===== src/rtl/circular_turn_rotation_list_assert.svh =====
// Assertion macros for the turn-rotation ring.
// Each macro takes a label, the clock, the active-low reset and the property terms.
// Simulation builds get the checks; synthesis builds get empty bodies.
`ifndef CIRCULAR_TURN_ROTATION_LIST_ASSERT_SVH
`define CIRCULAR_TURN_ROTATION_LIST_ASSERT_SVH

`ifndef SYNTHESIS

// same-cycle implication
`define CTRL_ASSERT_IMP(label, clk, rst_n, ante, cons) \
    label: assert property (@(posedge clk) disable iff (!rst_n) (ante) |-> (cons)) \
        else $error("ctrl: same-cycle check failed");

// next-cycle implication
`define CTRL_ASSERT_NXT(label, clk, rst_n, ante, cons) \
    label: assert property (@(posedge clk) disable iff (!rst_n) (ante) |=> (cons)) \
        else $error("ctrl: next-cycle check failed");

`else

`define CTRL_ASSERT_IMP(label, clk, rst_n, ante, cons)
`define CTRL_ASSERT_NXT(label, clk, rst_n, ante, cons)

`endif

`endif


===== src/rtl/ctrl_pkg.sv =====
package ctrl_pkg;

    // fixed field widths of the command and result words
    localparam int ID_PORT_W  = 16;
    localparam int CNT_PORT_W = 5;
    localparam int ST_W       = 3;

    // parameter defaults
    localparam int DEF_MAX_MEMBERS = 16;
    localparam int DEF_ID_BITS     = 16;

    // operation codes
    typedef enum logic [1:0] {
        OP_ADD    = 2'd0,
        OP_REMOVE = 2'd1,
        OP_ADV1   = 2'd2,
        OP_ADV2   = 2'd3
    } t_op;

    // status codes
    localparam logic [ST_W-1:0] ST_DONE         = 3'd0;
    localparam logic [ST_W-1:0] ST_EMPTY        = 3'd1;
    localparam logic [ST_W-1:0] ST_NOT_FOUND    = 3'd2;
    localparam logic [ST_W-1:0] ST_FULL         = 3'd3;
    localparam logic [ST_W-1:0] ST_LAST_REMOVED = 3'd4;

    // command word
    typedef struct packed {
        logic [1:0]           operation;
        logic [ID_PORT_W-1:0] player_id;
    } t_cmd;

    // result word
    typedef struct packed {
        logic [ST_W-1:0]       status;
        logic [ID_PORT_W-1:0]  current_id;
        logic                  current_valid;
        logic [CNT_PORT_W-1:0] member_count;
        logic                  sole_member;
    } t_res;

    // control from the sequencer to one cell
    typedef struct packed {
        logic add_here;   // load the key into this slot
        logic remove_en;  // remove pass: slots at or past the first match shift down
    } t_cell_cmd;

    // status from one cell
    typedef struct packed {
        logic hit;        // live slot whose ID equals the key
        logic found;      // a hit here or in any slot toward the head
    } t_cell_stat;

endpackage


===== src/rtl/ctrl_stream_if.sv =====
// valid/ready channel carrying one word of type T
interface ctrl_stream_if #(
    parameter type T = logic
) ();
    logic valid;
    logic ready;
    T     data;

    modport source (output valid, output data, input ready);
    modport sink   (input valid, input data, output ready);
endinterface


===== src/rtl/ctrl_cell.sv =====
// One slot of the ring: holds one member ID, compares it with the key and
// takes its neighbor's ID when a removal closes the gap.
module ctrl_cell import ctrl_pkg::*; #(
    parameter int ID_W = DEF_ID_BITS
) (
    input  logic            i_clk,
    input  logic [ID_W-1:0] i_key,
    input  logic [ID_W-1:0] i_next_id,
    input  logic            i_found,
    input  logic            i_active,
    input  t_cell_cmd       i_cmd,
    output logic [ID_W-1:0] o_id,
    output t_cell_stat      o_stat
);

    logic [ID_W-1:0] r_id;
    logic [ID_W-1:0] n_id;

    // match and first-match chain
    assign o_stat.hit   = i_active && (r_id == i_key);
    assign o_stat.found = i_found || o_stat.hit;

    // load on add, shift down from the first match on remove
    always_comb begin
        n_id = r_id;
        if (i_cmd.add_here) begin
            n_id = i_key;
        end else if (i_cmd.remove_en && o_stat.found) begin
            n_id = i_next_id;
        end
    end

    always_ff @(posedge i_clk) begin
        r_id <= n_id;
    end

    assign o_id = r_id;

endmodule


===== src/rtl/circular_turn_rotation_list.sv =====
// Turn-rotation ring of up to MAX_MEMBERS member IDs in insertion order with
// a current-member pointer. Commands (add, remove first match from the head,
// advance one, advance two) arrive on i_cmd; each returns exactly one result
// word on o_res with status, current ID, count and a single-member flag. Each
// command has an execute step, where the row of slot cells compares the key,
// shifts or loads and the pointer is updated, and a result step, where the
// result word is formed, when the next command may already be taken. A
// finished word waits in the output register without holding up the next
// command's update. IDs are kept in their low ID_BITS bits (at most 16). No
// clearing pass after reset: slots at or past the member count are never read.
`include "circular_turn_rotation_list_assert.svh"

module circular_turn_rotation_list import ctrl_pkg::*; #(
    parameter int MAX_MEMBERS = DEF_MAX_MEMBERS,
    parameter int ID_BITS     = DEF_ID_BITS
) (
    input  logic          i_clk,
    input  logic          i_rst_n,
    ctrl_stream_if.sink   i_cmd,
    ctrl_stream_if.source o_res
);

    localparam int SW    = (ID_BITS < ID_PORT_W) ? ID_BITS : ID_PORT_W;
    localparam int CNT_W = $clog2(MAX_MEMBERS + 1);
    localparam int IDX_W = $clog2(MAX_MEMBERS);

    typedef enum logic [2:0] {
        S_IDLE   = 3'b001,
        S_EXEC   = 3'b010,
        S_RESULT = 3'b100
    } t_state;

    t_state           r_state, n_state;
    t_op              r_op;
    logic [SW-1:0]    r_key;
    logic [CNT_W-1:0] r_count, n_count;
    logic [IDX_W-1:0] r_cur, n_cur;
    logic [ST_W-1:0]  r_status, n_status;
    t_res             r_res;
    logic             r_res_vld;

    logic             w_accept;
    logic             w_out_free;
    logic             w_load;
    logic [SW-1:0]    w_id    [MAX_MEMBERS];
    t_cell_stat       w_stat  [MAX_MEMBERS];
    logic             w_found [MAX_MEMBERS+1];
    t_cell_cmd        w_cmd   [MAX_MEMBERS];
    logic             w_first_at_cur;
    logic [CNT_W:0]   w_adv;

    // handshake
    assign w_out_free  = !r_res_vld || o_res.ready;
    assign w_load      = (r_state == S_RESULT) && w_out_free;
    assign i_cmd.ready = (r_state == S_IDLE) || w_load;
    assign w_accept    = i_cmd.valid && i_cmd.ready;

    // row of slot cells
    assign w_found[0] = 1'b0;
    for (genvar g = 0; g < MAX_MEMBERS; g++) begin : g_cell
        logic [SW-1:0] w_next;
        if (g < MAX_MEMBERS - 1) begin : g_mid
            assign w_next = w_id[g+1];
        end else begin : g_tail
            assign w_next = w_id[g];
        end

        assign w_cmd[g].add_here  = (r_state == S_EXEC) && (r_op == OP_ADD)
                                    && (CNT_W'(g) == r_count);
        assign w_cmd[g].remove_en = (r_state == S_EXEC) && (r_op == OP_REMOVE);

        ctrl_cell #(
            .ID_W (SW)
        ) u_cell (
            .i_clk     (i_clk),
            .i_key     (r_key),
            .i_next_id (w_next),
            .i_found   (w_found[g]),
            .i_active  (CNT_W'(g) < r_count),
            .i_cmd     (w_cmd[g]),
            .o_id      (w_id[g]),
            .o_stat    (w_stat[g])
        );
        assign w_found[g+1] = w_stat[g].found;
    end

    // first match sits at the current slot
    assign w_first_at_cur = w_stat[r_cur].hit && !w_found[CNT_W'(r_cur)];

    // pointer advance modulo count
    always_comb begin
        w_adv = (CNT_W+1)'(r_cur) + ((r_op == OP_ADV2) ? (CNT_W+1)'(2) : (CNT_W+1)'(1));
        if (w_adv >= {1'b0, r_count}) begin
            w_adv = w_adv - {1'b0, r_count};
        end
        if (w_adv >= {1'b0, r_count}) begin
            w_adv = w_adv - {1'b0, r_count};
        end
    end

    // command execution
    always_comb begin
        n_count  = r_count;
        n_cur    = r_cur;
        n_status = ST_DONE;
        case (r_op)
            OP_ADD: begin
                if (r_count == CNT_W'(MAX_MEMBERS)) begin
                    n_status = ST_FULL;
                end else begin
                    n_count = r_count + 1'b1;
                end
            end
            OP_REMOVE: begin
                if (r_count == '0) begin
                    n_status = ST_EMPTY;
                end else if (!w_found[MAX_MEMBERS]) begin
                    n_status = ST_NOT_FOUND;
                end else if (r_count == CNT_W'(1)) begin
                    n_status = ST_LAST_REMOVED;
                    n_count  = '0;
                    n_cur    = '0;
                end else begin
                    n_count = r_count - 1'b1;
                    if (w_first_at_cur) begin
                        // removed current tail wraps to head
                        if (CNT_W'(r_cur) == r_count - 1'b1) begin
                            n_cur = '0;
                        end
                    end else if (w_found[CNT_W'(r_cur)]) begin
                        n_cur = r_cur - 1'b1;
                    end
                end
            end
            OP_ADV1, OP_ADV2: begin
                if (r_count == '0) begin
                    n_status = ST_EMPTY;
                end else begin
                    n_cur = w_adv[IDX_W-1:0];
                end
            end
            default: begin
                n_status = ST_DONE;
            end
        endcase
    end

    // sequencer
    always_comb begin
        n_state = r_state;
        case (r_state)
            S_IDLE: begin
                if (w_accept) n_state = S_EXEC;
            end
            S_EXEC: begin
                n_state = S_RESULT;
            end
            S_RESULT: begin
                if (w_load) n_state = w_accept ? S_EXEC : S_IDLE;
            end
            default: begin
                n_state = S_IDLE;
            end
        endcase
    end

    always_ff @(posedge i_clk) begin
        if (!i_rst_n) begin
            r_state   <= S_IDLE;
            r_count   <= '0;
            r_cur     <= '0;
            r_res_vld <= 1'b0;
        end else begin
            r_state <= n_state;
            if (r_state == S_EXEC) begin
                r_count <= n_count;
                r_cur   <= n_cur;
            end
            if (w_load) begin
                r_res_vld <= 1'b1;
            end else if (o_res.ready) begin
                r_res_vld <= 1'b0;
            end
        end
    end

    // command capture, status and result word
    always_ff @(posedge i_clk) begin
        if (w_accept) begin
            r_op  <= t_op'(i_cmd.data.operation);
            r_key <= i_cmd.data.player_id[SW-1:0];
        end
        if (r_state == S_EXEC) begin
            r_status <= n_status;
        end
        if (w_load) begin
            r_res.status        <= r_status;
            r_res.current_id    <= (r_count != '0) ? ID_PORT_W'(w_id[r_cur]) : '0;
            r_res.current_valid <= (r_count != '0);
            r_res.member_count  <= CNT_PORT_W'(r_count);
            r_res.sole_member   <= (r_count == CNT_W'(1));
        end
    end

    assign o_res.valid = r_res_vld;
    assign o_res.data  = r_res;

    // checks
    `CTRL_ASSERT_IMP(a_cur_in_range, i_clk, i_rst_n, r_count != '0, CNT_W'(r_cur) < r_count)
    `CTRL_ASSERT_IMP(a_cur_zero_empty, i_clk, i_rst_n, r_count == '0, r_cur == '0)
    `CTRL_ASSERT_NXT(a_count_only_exec, i_clk, i_rst_n, r_state != S_EXEC, $stable(r_count))
    `CTRL_ASSERT_NXT(a_accept_to_exec, i_clk, i_rst_n, w_accept, r_state == S_EXEC)

endmodule


===== src/flat_wrapper.sv =====
// flat-port wrapper written by rule: the top's interface ports become plain ports
module circular_turn_rotation_list_flat import ctrl_pkg::*;
#(
    parameter int MAX_MEMBERS = DEF_MAX_MEMBERS,
    parameter int ID_BITS     = DEF_ID_BITS
)
  (i_clk, i_rst_n, i_cmd_valid, i_cmd_data, i_cmd_ready, o_res_valid, o_res_data, o_res_ready);
  ctrl_stream_if #(.T(t_cmd)) i_cmd_i ();
  ctrl_stream_if #(.T(t_res)) o_res_i ();
  input  logic i_clk;
  input  logic i_rst_n;
  input wire logic [$bits(i_cmd_i.valid)-1:0] i_cmd_valid;
  input wire logic [$bits(i_cmd_i.data)-1:0] i_cmd_data;
  output wire logic [$bits(i_cmd_i.ready)-1:0] i_cmd_ready;
  output wire logic [$bits(o_res_i.valid)-1:0] o_res_valid;
  output wire logic [$bits(o_res_i.data)-1:0] o_res_data;
  input wire logic [$bits(o_res_i.ready)-1:0] o_res_ready;
  assign i_cmd_i.valid = i_cmd_valid;
  assign i_cmd_i.data = i_cmd_data;
  assign i_cmd_ready = i_cmd_i.ready;
  assign o_res_valid = o_res_i.valid;
  assign o_res_data = o_res_i.data;
  assign o_res_i.ready = o_res_ready;
  circular_turn_rotation_list #(.MAX_MEMBERS(MAX_MEMBERS), .ID_BITS(ID_BITS)) u_core (.i_clk(i_clk), .i_rst_n(i_rst_n), .i_cmd(i_cmd_i), .o_res(o_res_i));
endmodule

===== config.mk =====
export PLATFORM = sky130hd
export DESIGN_NAME = circular_turn_rotation_list_flat
export DESIGN_NICKNAME = d
export VERILOG_FILES = /design/src/rtl/ctrl_pkg.sv /design/src/rtl/ctrl_stream_if.sv /design/src/rtl/ctrl_cell.sv /design/src/rtl/circular_turn_rotation_list.sv /design/src/flat_wrapper.sv
export VERILOG_INCLUDE_DIRS = /design/src /design/src/rtl
export SDC_FILE = /design/constraint.sdc
export NUM_CORES = 1
export LEC_CHECK = 0
export ABC_AREA = 1
export BUFFER_PORTS_ARGS = -buffer_cell sky130_fd_sc_hd__buf_4
export CAP_MARGIN = 20
export CORE_AREA = 2 2 197 199
export DETAILED_ROUTE_END_ITERATION = 12
export DIE_AREA = 0 0 199 201
export PLACE_DENSITY = 0.69
export SYNTH_ARGS = -nofsm -noshare
export SYNTH_HDL_FRONTEND = slang
export SYNTH_SLANG_ARGS = --single-unit

===== constraint.sdc =====
create_clock -name i_clk -period 6.2 [get_ports i_clk]
set_input_delay 1.24 -clock i_clk [delete_from_list [all_inputs] [get_ports i_clk]]
set_output_delay 1.24 -clock i_clk [all_outputs]
set_load 0.01 [all_outputs]

[Yosys cells after proc, flatten, opt, wreduce, memory -nomap -nowiden]
Index checks and enable logic that the tools add are counted.
Word-level totals
  register bits after elaboration: 316
  input port bits: 22
  output and inout bits: 28
  logic and storage cells: 267
Cells by class
  add/subtract/negate cells: 6
  magnitude comparators: 20
  eq/ne operators: 48
  muxes and demuxes: 67
  bitwise logic cells: 2
  reductions and logical operators: 96
Operators with widths (number)
  $mux 16: 32
  $eq 16x16->1: 16
  $bmux 16 s4: 1
  $logic_and 1x1->1: 52
  $eq 4x5->1 const A: 8
  $lt 4x5->1 const A: 8
  $reduce_bool 2->1: 18
  $mux 4: 8
  $eq 3x5->1 const A: 4
  $lt 3x5->1 const A: 4
  $mux 5: 4
  $pmux 3 s3: 2
  $logic_or 1x1->1: 17
  $mux 3: 5
  $ge 6x5->1: 2
  $eq 2x5->1 const A: 2
  $lt 1x5->1 const A: 2
  $lt 2x5->1 const A: 2
  $mux 2: 5
  $pmux 5 s2: 1
  $bmux 2 s4: 1
  $pmux 4 s2: 1
  $reduce_and 7->1: 1
  $add 4x6->6: 1
  other kinds (32): 42

[Logic depth before layout (Yosys ltp)]
Gate-level depths: netlist of the first run.
  depth in word-level cells: 27
  gate-level depth with buffers: 28
  depth with buffers taken out: 27

[Cells and area by module]
Synthesis of the first run repeated with hierarchy kept, for this count alone.
Second synthesis, totals
  cell total of the unflattened synthesis: 3511
  area total of the unflattened synthesis: 23404.9 um2
By module, submodules not included
  ctrl_cell: times used 16, cells each 165, area each 1102.3 um2, sequential area each 480.5 um2
  circular_turn_rotation_list: times used 1, cells each 871, area each 5768.0 um2, sequential area each 1671.6 um2

[Worst setup path after synthesis of the first run]
No wires, ideal clock.
  kind: reg2reg
  start: register u_core.r_op[1]
  end: register u_core.r_cur[1]
  setup time: 0.112 ns
  arrival time: 4.152 ns
  required time: 6.088 ns
  path slack: 1.936 ns
  stages on the path, launching flop included: 24
  path buffers: 1
  period minus slack after synthesis: 4.264 ns
  cell sequence: edfxtp_1 clkbuf_1 nand2_1 ha_1 fa_1 inv_1 fa_1 o21ai_0 nand2_1 nand2_1 inv_1 nand2_1 o21ai_0 fa_1 a21oi_1 o21ai_0 a21o_1 a21oi_1 nand2_1 o21a_1 o21ai_0 nand4_1 nor2_1 nor2_1
On the way
  cells in the longest elaborated chain, start to end: 9
  elaborated cells on any way between the ends: 21
  those cells by class: add/sub: 3; order compare: 2; eq/ne: 8; mux: 5; reduce/logical: 3
Ends and longest elaborated chain
  start: declaration: line circular_turn_rotation_list.sv:34  | t_op r_op;
  start signal: assignment: line circular_turn_rotation_list.sv:190  | r_op <= t_op'(i_cmd.data.operation);
  $eq 2x2->1: line circular_turn_rotation_list.sv:92, circular_turn_rotation_list.sv:106
  $mux 2: line circular_turn_rotation_list.sv:92  | w_adv = (CNT_W+1)'(r_cur) + ((r_op == OP_ADV2) ? (CNT_W+1)'(2) : (CNT_W+1)'(1));
  $add 4x6->6: line circular_turn_rotation_list.sv:92
  $sub 6x5->6 or $ge 6x5->1 (tied branches): line circular_turn_rotation_list.sv:94, circular_turn_rotation_list.sv:93
  $mux 6: line circular_turn_rotation_list.sv:93  | if (w_adv >= {1'b0, r_count}) begin
  $ge 6x5->1 or $sub 4x4->4 (tied branches): line circular_turn_rotation_list.sv:96, circular_turn_rotation_list.sv:97
  $mux 4: line circular_turn_rotation_list.sv:96  | if (w_adv >= {1'b0, r_count}) begin
  $mux 4: line circular_turn_rotation_list.sv:136  | if (r_count == '0) begin
  $pmux 4 s2: line circular_turn_rotation_list.sv:106  | case (r_op)
  end signal: assignment: line circular_turn_rotation_list.sv:177  | r_cur <= n_cur;
  end: declaration: line circular_turn_rotation_list.sv:37  | logic [IDX_W-1:0] r_cur, n_cur;
Several ways; a longest one is shown, not always the timed one. The select of a mux whose other input is x is not followed.
A chain may end at the register's enable or synchronous reset.

[Worst setup path in the final report of the first run]
Same ends and word-level chain as after synthesis.

==> results of run 1 <==
kinds of logic (layout without fill, tap and decap cells):
kind of cell	Yosys count	after routing	synth area share [%]
AND/OR/NAND/NOR	1155	1155	24.54
AO/OA/AOI/OAI	587	587	15.80
buffers and inverters	364	356	7.372
flip-flops	316	316	45.24
XOR/XNOR	134	134	5.673
adder cells (fa/ha/maj)	21	21	1.379
metal layers:
layer  GRT usage [%]  up-vias  part of all wire (%)
met5               0        -                 0.011
li1                -     8801                     -
met1           58.15     9320                    39
met2           56.14     1609                    42
met4           17.00        2                   4.8
met3           10.47      245                    15
area by class of cell:
cell class / count / area, sq um / share of cell area [%]
Timing Repair Buffer: 94 / 748.2 / 3.325
Sequential cell: 316 / 9364 / 41.61
Multi-Input combinational cell: 1897 / 9819 / 43.63
Inverter: 194 / 734.5 / 3.263
Tap cell: 518 / 648.1 / 2.880
Clock buffer: 52 / 1025 / 4.553
Clock inverter: 16 / 166.4 / 0.7394
through the flow:
step / setup WS, ns / instances / instance area, sq um
6_report: 1.426 / 3087 / 22510
5_1_grt: 1.007 / 3087 / 22510
4_1_cts: 1.415 / 3084 / 22460
3_5_place_dp: 1.448 / 3016 / 21270
3_3_place_gp: 1.426 / 3015 / 21250
2_1_floorplan: 1.936 / 2577 / 20690
worst max-delay path, cell delays in order, from the launching register on:
cell and delay (ns):
edfxtp_1 0.52, nand2_1 0.13, ha_1 0.25, fa_1 0.57, inv_1 0.08, fa_1 0.46
o21ai_0 0.30, nand2_1 0.08, nand2_1 0.11, inv_1 0.13, o21ai_0 0.44, ha_1 0.33
a21oi_1 0.16, o21ai_0 0.10, a21o_1 0.16, a21oi_1 0.12, nand2_1 0.16, o21a_1 0.20
o21ai_0 0.07, nand4_1 0.12, nor2_1 0.12, nor2_1 0.05
synthesized netlist by cell type, drive strengths merged (22+ instances only):
master | count | area, sq um
xnor2 | 68 | 595.6
buf | 58 | 370.3
clkbuf | 112 | 420.4
nand3 | 118 | 650.6
xor2 | 66 | 578.1
nand2 | 627 | 2369
nor3 | 36 | 185.2
o211ai | 41 | 307.8
o22ai | 23 | 143.9
edfxtp | 303 | 9099
nor4 | 22 | 143.9
o21ai | 373 | 1867
o221ai | 24 | 210.2
inv | 189 | 714.4
nor2 | 245 | 977.2
nand4 | 60 | 426.7
a21oi | 93 | 465.5
final timing paths:
path | startpoint | end | slack [ns] | cells past startpoint
worst min-delay path | u_core.r_status[2] | u_core.o_res.data[25] | 0.42 | 0
worst max-delay path | u_core.r_op[1] | u_core.r_cur[1] | 1.43 | 21
worst min register to register | u_core.r_status[2] | u_core.o_res.data[25] | 0.42 | 0
worst max register to register | u_core.r_op[1] | u_core.r_cur[1] | 1.43 | 21
sequential cells by signal (all words and copies together), names as in the netlist:
name / count
u_core.r_state: 3
u_core.r_status: 3
u_core.r_count: 5
u_core.r_op: 2
u_core.o_res.data: 26
u_core.g_cell.u_cell.o_id: 256
u_core.r_cur: 4
u_core.r_key: 16
u_core.o_res.valid: 1
power groups by stage:
stage	Sequential [mW]	Clock, mW	Combinational, mW
final	2.34	2.21	0.496
after global routing	2.34	2.30	0.521
after CTS	2.33	2.22	0.473
after detailed placement	2.38	0	0.471
after global placement	2.38	0	0.470
after floorplan	2.38	0	0.309
==> impl_metrics.env, run 1 <==
export IMPL_cts_buffer_depth=3
export IMPL_syn_area_sq_mm=0.02069
export IMPL_switching_share_pct=25.87
export IMPL_vdd_drop_max_uv=214.4
export IMPL_total_power_mw=5.042
export IMPL_pwr_share_comb_pct=9.8
export IMPL_p_int_mw=3.738
export IMPL_setup_violations=0
export IMPL_antennaDiodeCount=0
export IMPL_ys_seq_area_share_pct=45.24
export IMPL_slew_violations=0
export IMPL_track_usage_pct=39.96
export IMPL_grt_ovfl_total=0
export IMPL_ys_types=57
export IMPL_finClkSkew_ns=0.03102
export IMPL_criticalPathCategory="flop to flop"
export IMPL_p_sw_mw=1.304
export IMPL_grt_pass1_vias=18180
export IMPL_hold_ws_ns=0.4227
export IMPL_drtAntennaViolNets=0
export IMPL_clk_latency_ns=0.58
export IMPL_syn_avg_cell_area_sq_um=8.028
export IMPL_rsz0062_at_grt="no"
export IMPL_numCtsBuffers=37
export IMPL_cellLeakagePower_nw=9.025
export IMPL_cts_resized_gates=0
export IMPL_via_count=19980
export IMPL_die_w_um=199
export IMPL_async_reset_ff_share_pct=0
export IMPL_finalWirelength_mm=79.81
export IMPL_drt_iter0_markers=3268
export IMPL_dp_hpwl_mm=54.17
export IMPL_die_y_um=201
export IMPL_arrival_ns=5.23
export IMPL_ys_flop_type="edfxtp_1"
export IMPL_io_pins=50
export IMPL_max_freq_mhz=209.5
export IMPL_cap_viol_max_count=0
export IMPL_layout_common_cells="623 x nand2_1, 348 x o21ai_0, 303 x edfxtp_1, 230 x nor2_1, 166 x inv_1"
export IMPL_clockPowerShare_pct=43.8
export IMPL_clkTransAtPathRegs_ns=0.06
export IMPL_fin_crit_ns=4.774
export IMPL_dieArea_sq_mm=0.04000
export IMPL_start_util_pct=54.29
export IMPL_first_pass_iters=8
export IMPL_hold_path_class="flop to flop"
export IMPL_final_util_pct=59.06
export IMPL_cp_start_kind="flop"
export IMPL_pwr_share_seq_pct=46.3
export IMPL_syn_inst=2577
export IMPL_worstMarginPinSlew_ns=1.099
export IMPL_cts_hold_buf=0
export IMPL_synth_edff_count=303
export IMPL_cts_root_buf="clkbuf_16"
export IMPL_layout_drive_gt1_share_pct=8.447
export IMPL_cts_tree="built"
export IMPL_coreArea_sq_mm=0.03811
export IMPL_status="finished clean"
export IMPL_layout_commonest_cell="nand2_1"
export IMPL_ys_seq_elements=316
export IMPL_post_route_period_util_pct=77.00
export IMPL_drc=0
export IMPL_post_cts_buffers=0
export IMPL_antenna_found_initial=1
export IMPL_cts_sinks=316
export IMPL_port_buffer_count=49
export IMPL_cp_required_ns=6.66
export IMPL_power_density_mw_per_mm2=224.0
export IMPL_ys_warn_count=0
export IMPL_gp_routability_congestion=0.9878
export IMPL_endpoint_kind="flop"
export IMPL_viasPerCell=6.471
export IMPL_final_nets=2583
export IMPL_cp_max_fo=9
export IMPL_hold_viol=0
export IMPL_htree_levels=2
export IMPL_rows=72
export IMPL_area_delta_synth_final_pct=8.781
export IMPL_grt_pass1_wl_mm=117.1
export IMPL_wire_per_inst_um=25.85
export IMPL_relSlewSlack_pct=26.65
export IMPL_fin_tns_setup_ns=0
export IMPL_n_fill_cell=3488
export IMPL_grt_max_degree=62
export IMPL_synth_nets=2620
No activity file was read; power rests on OpenSTA's default activity.
==> run 2, diff against run 1 <==
Settings changed: ABC_AREA 1 to 0, CORE_AREA 2 2 197 199 to 2 2 193 195, DIE_AREA 0 0 199 201 to 0 0 195 197.
Clock period 6.2 ns to 4.7 ns, I/O delays scaled along.
==> run 2 against run 1 <==
Effect of this change: combinational power shrank 23%; setup slack lost 1.2 ns; area after synthesis shrank 5.0%; non-clock buffer count grew 40; clock skew shrank 0.011 ns; utilization grew 1.1 points; maximum frequency grew 6.8%; critical path type unchanged; critical endpoint unchanged; largest power group unchanged.
==> impl_metrics.env, run 2 <==
export IMPL_hold_depth=0
export IMPL_ff2ff_setup_slack_ns=0.23
export IMPL_criticalPathCategory="flop to flop"
export IMPL_cts_sinks=316
export IMPL_syn_avg_cell_area_sq_um=13.47
export IMPL_cts_buffer_depth=3
export IMPL_layout_commonest_cell="edfxtp_1"
export IMPL_synth_area_top_cells="edfxtp_1 46%, mux2_2 14%, mux4_2 9.2%"
export IMPL_place_ws_ns=0.04466
export IMPL_hold_viol=0
export IMPL_via_count=12650
export IMPL_groute_layer_met3_usage_pct=4.860
export IMPL_ys_types=78
export IMPL_track_usage_pct=28.45
export IMPL_ys_warn_count=0
export IMPL_slew_violations=0
export IMPL_p_sw_mw=1.431
export IMPL_n_fill_cell=2890
export IMPL_relSlewSlack_pct=30.98
export IMPL_pwr_share_seq_pct=49.7
export IMPL_pwr_share_comb_pct=6.1
export IMPL_cp_start_kind="flop"
export IMPL_power_density_mw_per_mm2=286.9
export IMPL_async_reset_ff_share_pct=0
export IMPL_area_delta_synth_final_pct=10.98
export IMPL_dieArea_sq_mm=0.03842
export IMPL_grt_pass1_wl_mm=80.07
export IMPL_fin_tns_setup_ns=0
export IMPL_switching_share_pct=22.87
export IMPL_grt_pass1_vias=12440
export IMPL_grt_ovfl_total=0
export IMPL_postPlaceCellArea_sq_mm=0.02061
export IMPL_endpoint_kind="flop"
export IMPL_fin_crit_ns=4.471
export IMPL_synth_top_cell_area_share_pct=46.29
export IMPL_ys_seq_elements=316
export IMPL_setup_violations=0
export IMPL_io_pins=50
export IMPL_post_route_period_util_pct=95.13
export IMPL_grt_max_degree=44
export IMPL_syn_area_sq_mm=0.01966
export IMPL_hold_path_class="flop to flop"
export IMPL_ff_latch_area_sq_mm=0.009366
export IMPL_viasPerCell=6.301
export IMPL_cap_viol_max_count=0
export IMPL_place_inst=1939
export IMPL_final_util_pct=60.16
export IMPL_use_met1_pct=38.83
export IMPL_cts_tree="built"
export IMPL_dp_hpwl_mm=40.72
export IMPL_multiInputGateArea_sq_mm=0.009637
export IMPL_syn_inst=1459
export IMPL_coreArea_sq_mm=0.03626
export IMPL_final_nets=1555
export IMPL_grt_busiest_layer="met2"
export IMPL_clkTransAtPathRegs_ns=0.06
export IMPL_antenna_found_initial=5
export IMPL_synth_edff_count=303
export IMPL_drtAntennaViolNets=0
export IMPL_clk_latency_ns=0.55
export IMPL_finalWirelength_mm=54.20
export IMPL_die_w_um=195
export IMPL_worstMarginPinSlew_ns=1.034
export IMPL_htree_levels=2
export IMPL_arrival_ns=4.92
export IMPL_p_int_mw=4.827
export IMPL_stdcell_count=2007
export IMPL_status="finished clean"
export IMPL_drt_iter0_markers=1167
export IMPL_synth_nets=1502
export IMPL_yosys_area_top_type="edfxtp_1"
export IMPL_numCtsBuffers=36
export IMPL_cp_required_ns=5.15
export IMPL_gp_routability_congestion=0.9152
export IMPL_start_util_pct=54.21
export IMPL_drc=0
export IMPL_yosys_top_cells_count="303 x edfxtp_1, 242 x mux2_2, 159 x xor2_1"
export IMPL_fin_area_sq_mm=0.02181
export IMPL_port_buffer_count=49
export IMPL_cts_hold_buf=0
export IMPL_cp_max_fo=5
export IMPL_use_met2_pct=46.28
export IMPL_vdd_drop_max_uv=357.3
export IMPL_die_y_um=197
export IMPL_layout_drive_gt1_share_pct=35.76
export IMPL_layout_common_cells="303 x edfxtp_1, 242 x mux2_2, 158 x xor2_1, 133 x buf_4, 106 x xnor2_1"
export IMPL_cellLeakagePower_nw=7.321
export IMPL_first_pass_iters=5
export IMPL_ys_flop_type="edfxtp_1"
export IMPL_rows=70
export IMPL_synth_most_common_cell="edfxtp_1"
export IMPL_ys_seq_area_share_pct=47.61
export IMPL_wire_per_inst_um=27.00
export IMPL_cts_root_buf="clkbuf_16"
export IMPL_setup_ws_ns=0.2289
export IMPL_largest_reg_flops=256
export IMPL_finClkSkew_ns=0.01991
export IMPL_max_freq_mhz=223.7
export IMPL_r2r_cells=22
export IMPL_clockPowerShare_pct=44.2
-- run 2: changes by cell type after synthesis, sizes merged, moves of 88 or more --
cell,delta
inv,-170
nand3,-88
xor2,+94
mux2,+244
nor2,-206
o21ai,-344
nand2,-567
-- run 2: critical path, stage by stage, from the launching register on --
cell and delay, ns:
edfxtp_1 0.40, nand2_2 0.11, inv_1 0.07, fa_1 0.59
inv_1 0.09, fa_2 0.41, nor2b_1 0.13, o21ai_0 0.10
nand2b_1 0.13, nand2_1 0.10, nand2_2 0.10, buf_4 0.14
nor2_1 0.04, a21oi_1 0.24, ha_1 0.31, nor2b_1 0.15
o21ai_1 0.11, nand2b_1 0.10, a221oi_4 0.34, mux2_2 0.37
nand2_1 0.07, o211ai_1 0.09, o211a_1 0.15
-- run 2: cells by family after synthesis --
group,Yosys count,share of synthesized area (%)
AOI/OAI and AO/OA,112,4.055
xor gates and xnor gates,267,11.94
adders and majority gates,21,1.451
buffers and inverters,139,3.838
DFF,316,47.61
muxes,325,23.20
and+or+nand+nor,279,7.912
-- run 2: final cells by class --
class	count	share of cell area [%]
antenna	1	0.01147
clock buffer	48	4.434
clock inverter	16	0.7456
inverter	20	0.3441
multi-input combinational	1004	44.18
sequential	316	42.94
tap	468	2.684
timing repair buffer	134	4.669
-- run 2: power by group through the flow --
stage          clock network, mW  logic [mW]  registers, mW
2_1_floorplan                  0       0.293           3.13
3_3_place_gp                   0       0.371           3.17
3_5_place_dp                   0       0.375           3.17
4_1_cts                     2.81       0.377           3.11
5_1_grt                     2.92       0.410           3.11
6_report                    2.77       0.381           3.11
-- run 2: path summary, 6_finish.rpt --
kind	end	from
worst max-delay path	u_core.r_cur[1]	u_core.r_op[1]
worst min-delay path	u_core.o_res.data[23]	u_core.r_status[0]
worst min register to register	u_core.o_res.data[23]	u_core.r_status[0]
worst max register to register	u_core.r_cur[1]	u_core.r_op[1]
-- run 2: stage by stage --
| step | total power [mW] | hold WS, ns |
|---|---|---|
| finish | 6.259 | 0.4181 |
| global route | 6.438 | 0.4382 |
| CTS | 6.290 | 0.4202 |
| detailed placement | 3.541 | 0.4072 |
| global placement | 3.536 | 0.4120 |
| floorplan | 3.421 | 0.4003 |
-- run 2: metal layers --
metal,vias up,wire (um),part of all wire (%)
met2,512,26020,48
met1,6414,22480,41
met4,4,1754,3.2
li1,5637,-,-
met3,80,3916,7.2
met5,-,23,0.042
-- run 2: repair_timing --
item | CTS | global route
buffers inserted | 0 | 3
endpoints found under the setup margin | 0 | 4
endpoints found under the hold margin | 0 | 0
gates resized for setup | 0 | 12
